<file path="config.mk">
export PLATFORM = sky130hd
export DESIGN_NAME = morse_keyer_tone_generator
export DESIGN_NICKNAME = d
export VERILOG_FILES = /design/src/rtl/mktg_pkg.sv /design/src/rtl/mktg_ram.sv /design/src/rtl/morse_keyer_tone_generator.sv
export SDC_FILE = /design/constraint.sdc
export NUM_CORES = 2
export LEC_CHECK = 0
export CAP_MARGIN = 25
export CORE_AREA = 2 2 323 565
export DETAILED_ROUTE_END_ITERATION = 16
export DIE_AREA = 0 0 325 567
export DONT_BUFFER_PORTS = 1
export SETUP_SLACK_MARGIN = 0.1
export SLEW_MARGIN = 40
export SYNTH_ARGS = -nofsm -noshare
export SYNTH_HDL_FRONTEND = slang
export SYNTH_SLANG_ARGS = --single-unit
</file>
<file path="constraint.sdc">
create_clock -name clock -period 17.92 [get_ports clock]
set_input_delay 1.792 -clock clock [delete_from_list [all_inputs] [get_ports clock]]
set_output_delay 1.792 -clock clock [all_outputs]
set_load 0.02 [all_outputs]
</file>
<file path="src/rtl/mktg_pkg.sv">
// ----------------------------------------------------------------------------
// mktg_pkg - morse keyer tone generator package
// command codes, register indexes, field widths, control states and the
// character to dot/dash pattern table
// ----------------------------------------------------------------------------
package mktg_pkg;

   // field widths
   localparam int CMD_W    = 3;
   localparam int CHAR_W   = 8;
   localparam int SAMPLE_W = 9;
   localparam int DOT_W    = 15;
   localparam int TONE_W   = 10;
   localparam int LEVEL_W  = 8;
   localparam int CSR_IDX_W  = 2;
   localparam int CSR_DATA_W = 15;

   localparam int PATTERN_BITS_DEFAULT = 1024;

   // longest character pattern, and the width of a pattern length
   localparam int MORSE_W     = 22;
   localparam int MORSE_LEN_W = 5;
   localparam int ROM_BITS_W  = 32;

   // command codes
   localparam logic [CMD_W-1:0] CMD_CLEAR  = 3'd0;
   localparam logic [CMD_W-1:0] CMD_APPEND = 3'd1;
   localparam logic [CMD_W-1:0] CMD_START  = 3'd2;
   localparam logic [CMD_W-1:0] CMD_STOP   = 3'd3;
   localparam logic [CMD_W-1:0] CMD_TICK   = 3'd4;

   // register indexes
   localparam logic [CSR_IDX_W-1:0] REG_DOT_SAMPLES = 2'd0;
   localparam logic [CSR_IDX_W-1:0] REG_TONE_PERIOD = 2'd1;
   localparam logic [CSR_IDX_W-1:0] REG_HIGH_LEVEL  = 2'd2;
   localparam logic [CSR_IDX_W-1:0] REG_LOW_LEVEL   = 2'd3;

   // register reset values
   localparam logic [DOT_W-1:0]   DOT_SAMPLES_RST = 15'd1200;
   localparam logic [TONE_W-1:0]  TONE_PERIOD_RST = 10'd24;
   localparam logic [LEVEL_W-1:0] LEVEL_RST       = 8'd0;

   typedef enum logic [2:0] {
      ST_IDLE,
      ST_DECODE,
      ST_SHIFT,
      ST_TICK,
      ST_RESPOND
   } state_type;

   typedef struct packed {
      logic                   known;
      logic [ROM_BITS_W-1:0]  bits;
      logic [MORSE_LEN_W-1:0] len;
   } morse_sym_type;

   // dot/dash pattern of a character, msb first
   function automatic morse_sym_type morse_lookup(input logic [CHAR_W-1:0] ch);
      morse_sym_type s;
      s.known = 1'b1;
      s.bits  = '0;
      s.len   = '0;
      case (ch)
         8'h41: begin s.bits = 32'hB8000000; s.len = 5'd8;  end // A
         8'h42: begin s.bits = 32'hEA800000; s.len = 5'd12; end
         8'h43: begin s.bits = 32'hEBA00000; s.len = 5'd14; end
         8'h44: begin s.bits = 32'hEA000000; s.len = 5'd10; end
         8'h45: begin s.bits = 32'h80000000; s.len = 5'd4;  end
         8'h46: begin s.bits = 32'hAE800000; s.len = 5'd12; end
         8'h47: begin s.bits = 32'hEE800000; s.len = 5'd12; end
         8'h48: begin s.bits = 32'hAA000000; s.len = 5'd10; end
         8'h49: begin s.bits = 32'hA0000000; s.len = 5'd6;  end
         8'h4A: begin s.bits = 32'hBBB80000; s.len = 5'd16; end
         8'h4B: begin s.bits = 32'hEB800000; s.len = 5'd12; end
         8'h4C: begin s.bits = 32'hBA800000; s.len = 5'd12; end
         8'h4D: begin s.bits = 32'hEE000000; s.len = 5'd10; end
         8'h4E: begin s.bits = 32'hE8000000; s.len = 5'd8;  end
         8'h4F: begin s.bits = 32'hEEE00000; s.len = 5'd14; end
         8'h50: begin s.bits = 32'hBBA00000; s.len = 5'd14; end
         8'h51: begin s.bits = 32'hEEB80000; s.len = 5'd16; end
         8'h52: begin s.bits = 32'hBA000000; s.len = 5'd10; end
         8'h53: begin s.bits = 32'hA8000000; s.len = 5'd8;  end
         8'h54: begin s.bits = 32'hE0000000; s.len = 5'd6;  end
         8'h55: begin s.bits = 32'hAE000000; s.len = 5'd10; end
         8'h56: begin s.bits = 32'hAB800000; s.len = 5'd12; end
         8'h57: begin s.bits = 32'hBB800000; s.len = 5'd12; end
         8'h58: begin s.bits = 32'hEAE00000; s.len = 5'd14; end
         8'h59: begin s.bits = 32'hEBB80000; s.len = 5'd16; end
         8'h5A: begin s.bits = 32'hEEA00000; s.len = 5'd14; end // Z
         8'h31: begin s.bits = 32'hBBBB8000; s.len = 5'd20; end // 1
         8'h32: begin s.bits = 32'hAEEE0000; s.len = 5'd18; end
         8'h33: begin s.bits = 32'hABB80000; s.len = 5'd16; end
         8'h34: begin s.bits = 32'hAAE00000; s.len = 5'd14; end
         8'h35: begin s.bits = 32'hAA800000; s.len = 5'd12; end
         8'h36: begin s.bits = 32'hEAA00000; s.len = 5'd14; end
         8'h37: begin s.bits = 32'hEEA80000; s.len = 5'd16; end
         8'h38: begin s.bits = 32'hEEEA0000; s.len = 5'd18; end
         8'h39: begin s.bits = 32'hEEEE8000; s.len = 5'd20; end
         8'h30: begin s.bits = 32'hEEEEE000; s.len = 5'd22; end // 0
         8'h2F: begin s.bits = 32'hEAE80000; s.len = 5'd16; end // slash
         8'h3F: begin s.bits = 32'hAEEA0000; s.len = 5'd18; end // question mark
         8'h2C: begin s.bits = 32'hEEAEE000; s.len = 5'd22; end // comma
         8'h2D: begin s.bits = 32'hEAAE0000; s.len = 5'd18; end // hyphen
         8'h3D: begin s.bits = 32'hEAB80000; s.len = 5'd16; end // equals
         8'h2E: begin s.bits = 32'hBAEB8000; s.len = 5'd20; end // period
         8'h20: begin s.bits = 32'h00000000; s.len = 5'd4;  end // word gap
         default: s.known = 1'b0;
      endcase
      return s;
   endfunction

endpackage

</file>
<file path="src/rtl/mktg_ram.sv">
// ----------------------------------------------------------------------------
// mktg_ram - generic simple dual port ram
// one write port, one read port with registered read data
// ----------------------------------------------------------------------------
module mktg_ram #(
   parameter int WIDTH = 1,
   parameter int DEPTH = 64
) (
   input  logic                     clock,
   input  logic                     wr_en,
   input  logic [$clog2(DEPTH)-1:0] wr_addr,
   input  logic [WIDTH-1:0]         wr_data,
   input  logic [$clog2(DEPTH)-1:0] rd_addr,
   output logic [WIDTH-1:0]         rd_data
);

   logic [WIDTH-1:0] mem_ff [DEPTH];
   logic [WIDTH-1:0] rd_data_ff;

   always_ff @(posedge clock) begin
      if (wr_en) begin
         mem_ff[wr_addr] <= wr_data;
      end
      rd_data_ff <= mem_ff[rd_addr];
   end

   assign rd_data = rd_data_ff;

endmodule

</file>
<file path="src/rtl/morse_keyer_tone_generator.sv">
// ----------------------------------------------------------------------------
// morse_keyer_tone_generator - morse keyer with square tone output
// sequence: clear, start, stop, unused codes, idle ticks and skipped appends
//   pass decode and strobe in respond; a tick during playback passes the
//   tick state too, an append the shift state for its bits (at most 22)
// throughput: busy falls the cycle after the strobe, so a request is taken only
//   after the last result; appends are set by the one-bit-per-cycle store write
// reset: synchronous, active high; the pattern store is not swept, a fill mark
//   makes never written bits read as zero; the receiver cannot stall results
// ----------------------------------------------------------------------------
module morse_keyer_tone_generator #(
   parameter int PATTERN_BITS = mktg_pkg::PATTERN_BITS_DEFAULT
) (
   input  logic                                   clock,
   input  logic                                   reset,
   // request channel
   input  logic                                   start,
   output logic                                   busy,
   input  logic [mktg_pkg::CMD_W-1:0]             req_cmd,
   input  logic [mktg_pkg::CHAR_W-1:0]            req_char_code,
   input  logic                                   req_use_low_level,
   // result channel
   output logic                                   rsp_valid,
   output logic signed [mktg_pkg::SAMPLE_W-1:0]   rsp_sample,
   output logic                                   rsp_wanted,
   output logic                                   rsp_running,
   output logic                                   rsp_load_error,
   // configuration
   input  logic                                   csr_we,
   input  logic [mktg_pkg::CSR_IDX_W-1:0]         csr_index,
   input  logic [mktg_pkg::CSR_DATA_W-1:0]        csr_wdata
);

   import mktg_pkg::*;

   // pattern index width, and fill mark width (can hold PATTERN_BITS itself)
   localparam int LEN_W = $clog2(PATTERN_BITS);
   localparam int HWM_W = LEN_W + 1;
   localparam logic [LEN_W-1:0] LAST_IDX = LEN_W'(PATTERN_BITS - 1);

   // control state
   state_type state_ff, state_in;

   // latched request
   logic [CMD_W-1:0]  cmd_ff;
   logic [CHAR_W-1:0] char_ff;
   logic              use_low_ff;

   // configuration registers
   logic [DOT_W-1:0]   dot_samples_ff;
   logic [TONE_W-1:0]  tone_period_ff;
   logic [LEVEL_W-1:0] high_level_ff;
   logic [LEVEL_W-1:0] low_level_ff;

   // pattern and playback state
   logic [LEN_W-1:0]  length_ff,   length_in;
   logic [HWM_W-1:0]  fill_ff,     fill_in;      // bits [0, fill) have been written
   logic [LEN_W-1:0]  bit_pos_ff,  bit_pos_in;
   logic [DOT_W-1:0]  dot_cnt_ff,  dot_cnt_in;
   logic [TONE_W-1:0] phase_ff,    phase_in;
   logic              active_ff,   active_in;
   logic              overflow_ff, overflow_in;

   // serial pattern writer: shift register drains msb first into the store
   logic [MORSE_W-1:0]     shift_ff, shift_in;
   logic [MORSE_LEN_W-1:0] count_ff, count_in;

   logic signed [SAMPLE_W-1:0] sample_ff, sample_in;

   // datapath helpers
   morse_sym_type            sym;
   logic                     append_go;
   logic                     last_shift;
   logic                     store_bit;
   logic                     ram_q;
   logic                     tone_bit;
   logic                     running;
   logic                     tone_pos;
   logic signed [SAMPLE_W-1:0] level_ext;
   logic [TONE_W:0]          phase_inc;
   logic [DOT_W:0]           dot_inc;
   logic [LEN_W:0]           pos_inc;
   logic [HWM_W-1:0]         len_inc;

   // ------------------------------------------------------------------------
   // pattern store: one bit per dot element
   // ------------------------------------------------------------------------
   mktg_ram #(
      .WIDTH (1),
      .DEPTH (PATTERN_BITS)
   ) u_store (
      .clock   (clock),
      .wr_en   (store_bit),
      .wr_addr (length_ff),
      .wr_data (shift_ff[MORSE_W-1]),
      .rd_addr (bit_pos_ff),
      .rd_data (ram_q)
   );

   // write one pattern bit per cycle while draining the shift register
   assign store_bit = (state_ff == ST_SHIFT);

   assign sym       = morse_lookup(char_ff);
   assign append_go = (cmd_ff == CMD_APPEND) && sym.known && !overflow_ff;
   // last bit of the character, or the bit that lands on the last store slot
   assign last_shift = (count_ff == MORSE_LEN_W'(1)) || (length_ff == LAST_IDX);

   assign running = (bit_pos_ff != '0) || (dot_cnt_ff != '0) || (phase_ff != '0);

   // ------------------------------------------------------------------------
   // next state
   // ------------------------------------------------------------------------
   always_comb begin
      state_in = state_ff;
      case (state_ff)
         ST_IDLE: begin
            if (start) begin
               state_in = ST_DECODE;
            end
         end
         ST_DECODE: begin
            if (append_go) begin
               state_in = ST_SHIFT;
            end else if ((cmd_ff == CMD_TICK) && active_ff) begin
               // store read issued this cycle, data next cycle
               state_in = ST_TICK;
            end else begin
               state_in = ST_RESPOND;
            end
         end
         ST_SHIFT: begin
            if (last_shift) begin
               state_in = ST_RESPOND;
            end
         end
         ST_TICK:    state_in = ST_RESPOND;
         ST_RESPOND: state_in = ST_IDLE;
         default:    state_in = ST_IDLE;
      endcase
   end

   // ------------------------------------------------------------------------
   // handshake outputs
   // ------------------------------------------------------------------------
   always_comb begin
      busy      = 1'b1;
      rsp_valid = 1'b0;
      case (state_ff)
         ST_IDLE:    busy = 1'b0;
         ST_RESPOND: rsp_valid = 1'b1;
         default:    busy = 1'b1;
      endcase
   end

   assign rsp_sample     = sample_ff;
   assign rsp_wanted     = active_ff;
   assign rsp_running    = running;
   assign rsp_load_error = overflow_ff;

   // ------------------------------------------------------------------------
   // datapath next values
   // ------------------------------------------------------------------------
   // tone sign: positive in the first half of the tone period
   assign tone_pos  = phase_ff < (tone_period_ff >> 1);
   assign level_ext = use_low_ff ? $signed({1'b0, low_level_ff})
                                 : $signed({1'b0, high_level_ff});
   // bits at or above the fill mark were never written and read as zero
   assign tone_bit  = ram_q && ({1'b0, bit_pos_ff} < fill_ff);

   assign phase_inc = {1'b0, phase_ff} + (TONE_W+1)'(1);
   assign dot_inc   = {1'b0, dot_cnt_ff} + (DOT_W+1)'(1);
   assign pos_inc   = {1'b0, bit_pos_ff} + (LEN_W+1)'(1);
   assign len_inc   = {1'b0, length_ff} + HWM_W'(1);

   always_comb begin
      length_in   = length_ff;
      fill_in     = fill_ff;
      bit_pos_in  = bit_pos_ff;
      dot_cnt_in  = dot_cnt_ff;
      phase_in    = phase_ff;
      active_in   = active_ff;
      overflow_in = overflow_ff;
      shift_in    = shift_ff;
      count_in    = count_ff;
      sample_in   = sample_ff;

      case (state_ff)
         ST_DECODE: begin
            sample_in = '0;
            case (cmd_ff)
               CMD_CLEAR: begin
                  // store bits stay, a playback in progress ends at its next step
                  length_in   = '0;
                  overflow_in = 1'b0;
               end
               CMD_APPEND: begin
                  if (append_go) begin
                     shift_in = sym.bits[ROM_BITS_W-1 -: MORSE_W];
                     count_in = sym.len;
                  end
               end
               CMD_START: begin
                  if (!running) begin
                     active_in  = 1'b1;
                     bit_pos_in = '0;
                     dot_cnt_in = '0;
                     phase_in   = '0;
                  end
               end
               CMD_STOP: begin
                  active_in  = 1'b0;
                  bit_pos_in = '0;
                  dot_cnt_in = '0;
                  phase_in   = '0;
               end
               default: ;
            endcase
         end

         ST_SHIFT: begin
            shift_in = shift_ff << 1;
            count_in = count_ff - MORSE_LEN_W'(1);
            if (len_inc > fill_ff) begin
               fill_in = len_inc;
            end
            if (length_ff == LAST_IDX) begin
               // bit on the last slot is kept, then the pattern is dropped
               length_in   = '0;
               overflow_in = 1'b1;
            end else begin
               length_in = length_in + LEN_W'(1);
            end
         end

         ST_TICK: begin
            if (tone_bit) begin
               sample_in = tone_pos ? level_ext : -level_ext;
            end
            if (phase_inc >= {1'b0, tone_period_ff}) begin
               phase_in = '0;
            end else begin
               phase_in = phase_inc[TONE_W-1:0];
            end
            if (dot_inc >= {1'b0, dot_samples_ff}) begin
               dot_cnt_in = '0;
               if (pos_inc >= {1'b0, length_ff}) begin
                  // past the last bit: playback ends
                  active_in  = 1'b0;
                  bit_pos_in = '0;
                  phase_in   = '0;
               end else begin
                  bit_pos_in = pos_inc[LEN_W-1:0];
               end
            end else begin
               dot_cnt_in = dot_inc[DOT_W-1:0];
            end
         end

         default: ;
      endcase
   end

   // ------------------------------------------------------------------------
   // registers
   // ------------------------------------------------------------------------
   always_ff @(posedge clock) begin
      if (reset) begin
         state_ff    <= ST_IDLE;
         length_ff   <= '0;
         fill_ff     <= '0;
         bit_pos_ff  <= '0;
         dot_cnt_ff  <= '0;
         phase_ff    <= '0;
         active_ff   <= 1'b0;
         overflow_ff <= 1'b0;
      end else begin
         state_ff    <= state_in;
         length_ff   <= length_in;
         fill_ff     <= fill_in;
         bit_pos_ff  <= bit_pos_in;
         dot_cnt_ff  <= dot_cnt_in;
         phase_ff    <= phase_in;
         active_ff   <= active_in;
         overflow_ff <= overflow_in;
      end
   end

   // payload, no reset needed
   always_ff @(posedge clock) begin
      shift_ff  <= shift_in;
      count_ff  <= count_in;
      sample_ff <= sample_in;
      if (start && !busy) begin
         cmd_ff     <= req_cmd;
         char_ff    <= req_char_code;
         use_low_ff <= req_use_low_level;
      end
   end

   // configuration writes
   always_ff @(posedge clock) begin
      if (reset) begin
         dot_samples_ff <= DOT_SAMPLES_RST;
         tone_period_ff <= TONE_PERIOD_RST;
         high_level_ff  <= LEVEL_RST;
         low_level_ff   <= LEVEL_RST;
      end else if (csr_we) begin
         case (csr_index)
            REG_DOT_SAMPLES: dot_samples_ff <= csr_wdata[DOT_W-1:0];
            REG_TONE_PERIOD: tone_period_ff <= csr_wdata[TONE_W-1:0];
            REG_HIGH_LEVEL:  high_level_ff  <= csr_wdata[LEVEL_W-1:0];
            REG_LOW_LEVEL:   low_level_ff   <= csr_wdata[LEVEL_W-1:0];
            default: ;
         endcase
      end
   end

   // ------------------------------------------------------------------------
   // assertions
   // ------------------------------------------------------------------------
   // a result strobe lasts one cycle and returns the block to idle
   a_strobe_single: assert property (@(posedge clock) disable iff (reset)
      rsp_valid |=> !rsp_valid && !busy)
      else $error("result strobe longer than one cycle");

   // a taken request always produces busy on the next cycle
   a_req_busy: assert property (@(posedge clock) disable iff (reset)
      (start && !busy) |=> busy)
      else $error("request taken but block not busy");

   // the fill mark always covers the current pattern
   a_fill_covers: assert property (@(posedge clock) disable iff (reset)
      fill_ff >= {1'b0, length_ff})
      else $error("pattern length beyond fill mark");

   // after an overflow the pattern stays empty until a clear
   a_overflow_empty: assert property (@(posedge clock) disable iff (reset)
      overflow_ff |-> (length_ff == '0))
      else $error("pattern grew after overflow");

   // playback counters only move while playback is armed
   a_idle_counters: assert property (@(posedge clock) disable iff (reset)
      !active_ff |-> !running)
      else $error("position counters nonzero while inactive");

endmodule
</file>
==> results.py <==
metrics = {
    "run_status": {
        "status": "finished, final reports clean",
    },
    "cells_and_area": {
        "final_util": 0.3332,
        "nNetsFinal": 4118,
        "area_growth_pct": 11.68,
        "drive_gt1_frac": 0.1502,
    },
    "power": {
        "p_seq_frac": 0.570,
        "p_per_area_mw_per_mm2": 86.59,
        "p_int_mw": 4.109,
        "swShare": 0.2072,
        "p_comb_frac": 0.014,
        "p_leak_nw": 17.58,
        "pwr-share-clk": 0.417,
        "power_switching_mw": 1.074,
        "worst_ir_drop_vdd_v": 0.00007657,
        "power_mw": 5.183,
    },
    "timing": {
        "worstMarginPinSlew_ns": 0.8956,
        "fin_crit_ns": 4.969,
        "tns_ns": 0,
        "rsz0062_at_grt": "no",
        "slew_headroom": 0.4029,
        "finClkSkew_ns": 0.03823,
        "hold_violations": 0,
        "post-route-period-util": 0.2773,
        "fin_hold_ws_ns": 0.4557,
        "final-setup-viol-count": 0,
        "finalMaxSlewViolations": 0,
        "fmaxAchievable_mhz": 201.3,
    },
    "worst_setup_path": {
        "start_kind": "register",
        "critPathLaunch": "bit_pos_ff[0]",
        "r2r_start": "bit_pos_ff[1]",
        "worstSetupEndpointType": "output pin",
        "cp.required_ns": 16.13,
        "arrival_ns": 3.18,
        "worstSetupPathType": "register to output pin",
        "cp_max_fo": 43,
    },
    "global_route": {
        "grt.total_usage": 0.1637,
        "antenna_found_initial": 1,
        "grt_overflow": 0,
        "grt_pass1_vias": 34280,
        "grt_pass1_wl_mm": 225.7,
        "grt_max_degree": 271,
    },
    "synth": {
        "yosysWarnings": 0,
        "synthDistinctLibCells": 82,
        "synthFlopType": "edfxtp_1",
        "synth_top_cell_by_area": "edfxtp_1",
        "synth_nets": 4284,
        "syn_area_mm2": 0.05360,
        "synthArstFlopShare": 0,
        "synth_area_leaders": "edfxtp_1 60%, mux4_2 10%, nor2_1 8.3%",
        "synth_top_area_frac": 0.5989,
        "syn_avg_cell_area_um2": 12.84,
        "synth_edf_count": 1069,
        "ys_ff_latch": 1172,
        "seq_area_frac_synth": 0.6373,
        "syn_inst": 4175,
    },
    "route": {
        "met3_length_mm": 9.207,
        "detail-route-antenna-nets": 0,
        "drt-wirelength-per-cell_um": 23.78,
        "drtPass1Iterations": 8,
        "via_count": 34000,
        "first_iter_violations": 3165,
        "wirelength_mm": 154.1,
        "highest_layer": "met4",
        "drc": 0,
        "wl_met1_mm": 53.70,
        "viasPerCell": 5.247,
        "wl_met2_mm": 82.14,
    },
    "clock_tree": {
        "tritoncts": "built",
        "clock_sinks": 1172,
        "cts.clk_slew.worst_paths_ns": 0.07,
        "cts_inserted_buffers": 100,
        "ctsHtreeMaxLevel": 3,
        "ctsResizeCount": 0,
        "cts_hold_buffers": 0,
        "clk_latency_ns": 0.72,
        "cts_max_path_buffers": 3,
        "cts_root_buf": "clkbuf_16",
        "cts_setup_buffers": 0,
    },
    "die": {
        "core_area_mm2": 0.1797,
        "fp.dieH_um": 567,
        "die_area_mm2": 0.1843,
        "row_count": 206,
        "start_util": 0.2984,
        "fp.dieW_um": 325,
        "io_pins": 47,
    },
    "hold_path": {
        "min_path_type": "register to register",
        "min_from": "dot_samples_ff[9]",
    },
    "placed_design": {
        "place_congestion": 0.8777,
        "portBuffers": 0,
        "dp_hpwl_mm": 92.77,
    },
    "run": {
        "maxCapViolCount": 0,
    },
}
[kinds of logic after synthesis]
| logic type | count (synthesis) | share of synthesized area |
|---|---|---|
| flip-flops | 1172 | 0.6373 |
| adder cells (fa/ha/maj) | 76 | 0.01774 |
| AND/OR/NAND/NOR | 1699 | 0.1311 |
| AO/OA/AOI/OAI | 410 | 0.05096 |
| XOR/XNOR | 53 | 0.008660 |
| multiplexers | 330 | 0.1195 |
| buffers and inverters | 435 | 0.03464 |
[sequential cells by signal, summed over array words and instances, names as in the netlist]
name and count:
rsp_load_error 1, rsp_wanted 1, length_ff 10, count_ff 5, shift_ff 19, rsp_sample 9
use_low_ff 1, cmd_ff 3, tone_period_ff 10, bit_pos_ff 10, phase_ff 10, char_ff 8
u_store.rd_data 1, low_level_ff 8, state_ff 3, fill_ff 11, dot_cnt_ff 15, u_store.mem_ff 1024
high_level_ff 8, dot_samples_ff 15
[through the flow]
| stage | instances | setup slack, ns | area [um2] |
|---|---|---|---|
| floorplan | 4175 | 3.232 | 53600 |
| global placement | 6273 | 12.73 | 55920 |
| finish | 6480 | 12.95 | 59860 |
| CTS | 6474 | 12.19 | 59690 |
| global route | 6480 | 12.52 | 59860 |
| detailed placement | 6294 | 12.95 | 56570 |
[worst paths after layout]
kind                  endpoint  slack, ns  cells past startpoint
max                rsp_running      12.95                      8
min          dot_samples_ff[9]       0.46                      2
max reg2reg        phase_ff[2]      12.97                     14
min reg2reg  dot_samples_ff[9]       0.46                      2
[Yosys cell counts (5+ instances only)]
library cell,instances
inv_1,70
a32oi_1,6
o22ai_1,29
or3_1,5
nor3b_1,12
clkbuf_1,259
nand4_1,14
a221oi_1,9
mux2_2,16
o211ai_1,14
a31oi_1,25
nand3_1,84
a22o_1,8
nor3_1,46
a21o_1,24
a211oi_1,12
buf_2,41
nor2_1,1182
o2111ai_1,5
nor4_1,18
mux2i_1,67
and2_1,8
xor2_1,16
and4_1,5
o221ai_1,10
mux4_2,246
ha_1,76
buf_1,30
a22oi_1,44
o31ai_1,7
dfxtp_1,103
buf_6,16
o32ai_1,10
nand2b_1,15
o21ai_0,62
a21oi_1,92
or2_2,6
nor2b_1,24
buf_4,14
and3_1,19
edfxtp_1,1069
xnor2_1,37
nand2_1,234
o21a_1,8
[power by group through the flow]
| stage | Sequential [mW] | Combinational [mW] | Clock [mW] |
|---|---|---|---|
| after floorplan | 3.02 | 0.0527 | 0 |
| after global placement | 3.01 | 0.0682 | 0 |
| after detailed placement | 3.01 | 0.0696 | 0 |
| after CTS | 2.95 | 0.0699 | 2.20 |
| after global routing | 2.95 | 0.0780 | 2.29 |
| final | 2.95 | 0.0708 | 2.16 |
[routing by layer]
layer  track usage  vias up
met3       0.02279      348
li1              -    14860
met4       0.09208        0
met2        0.3037     1254
met5             0        -
met1        0.1773    17540
[worst max-delay path, cell delays in order, from the launching register on]
cell and delay [ns]:
dfxtp_4 0.37, buf_12 0.30, buf_12 0.36, clkinv_1 0.42
ha_1 0.34, and4b_1 0.17, nand3_1 0.08, nor3_2 0.06
inv_1 0.19
[cell usage in the layout (no fill, tap or decap), types with 13 or more instances in the layout]
cell type,count
a21o_1,24
a21oi_1,91
a22oi_1,44
a31oi_1,24
and3_1,19
buf_12,18
buf_4,54
clkbuf_1,16
clkbuf_16,104
clkinv_1,26
clkinv_2,21
dfxtp_1,99
edfxtp_1,1069
ha_1,74
inv_1,69
mux2_2,16
mux2i_1,67
mux4_2,246
nand2_1,202
nand2_2,30
nand2b_1,15
nand3_1,55
nand3_2,13
nand3_4,16
nand4_1,14
nor2_1,1177
nor2b_1,22
nor3_1,36
nor4_1,15
o211ai_1,14
o21ai_0,62
o22ai_1,29
xnor2_1,37
xor2_1,16
[final cells by class]
type | count | area, um2
Fill cell | 17570 | 119800
Clock buffer | 122 | 2690
Antenna cell | 1 | 2.502
Multi-Input combinational cell | 2568 | 18100
Timing Repair Buffer | 92 | 1182
Clock inverter | 58 | 436.7
Tap cell | 2392 | 2993
Inverter | 75 | 281.5
Sequential cell | 1172 | 34170
Note: power is estimated with default switching activity, not from simulation.
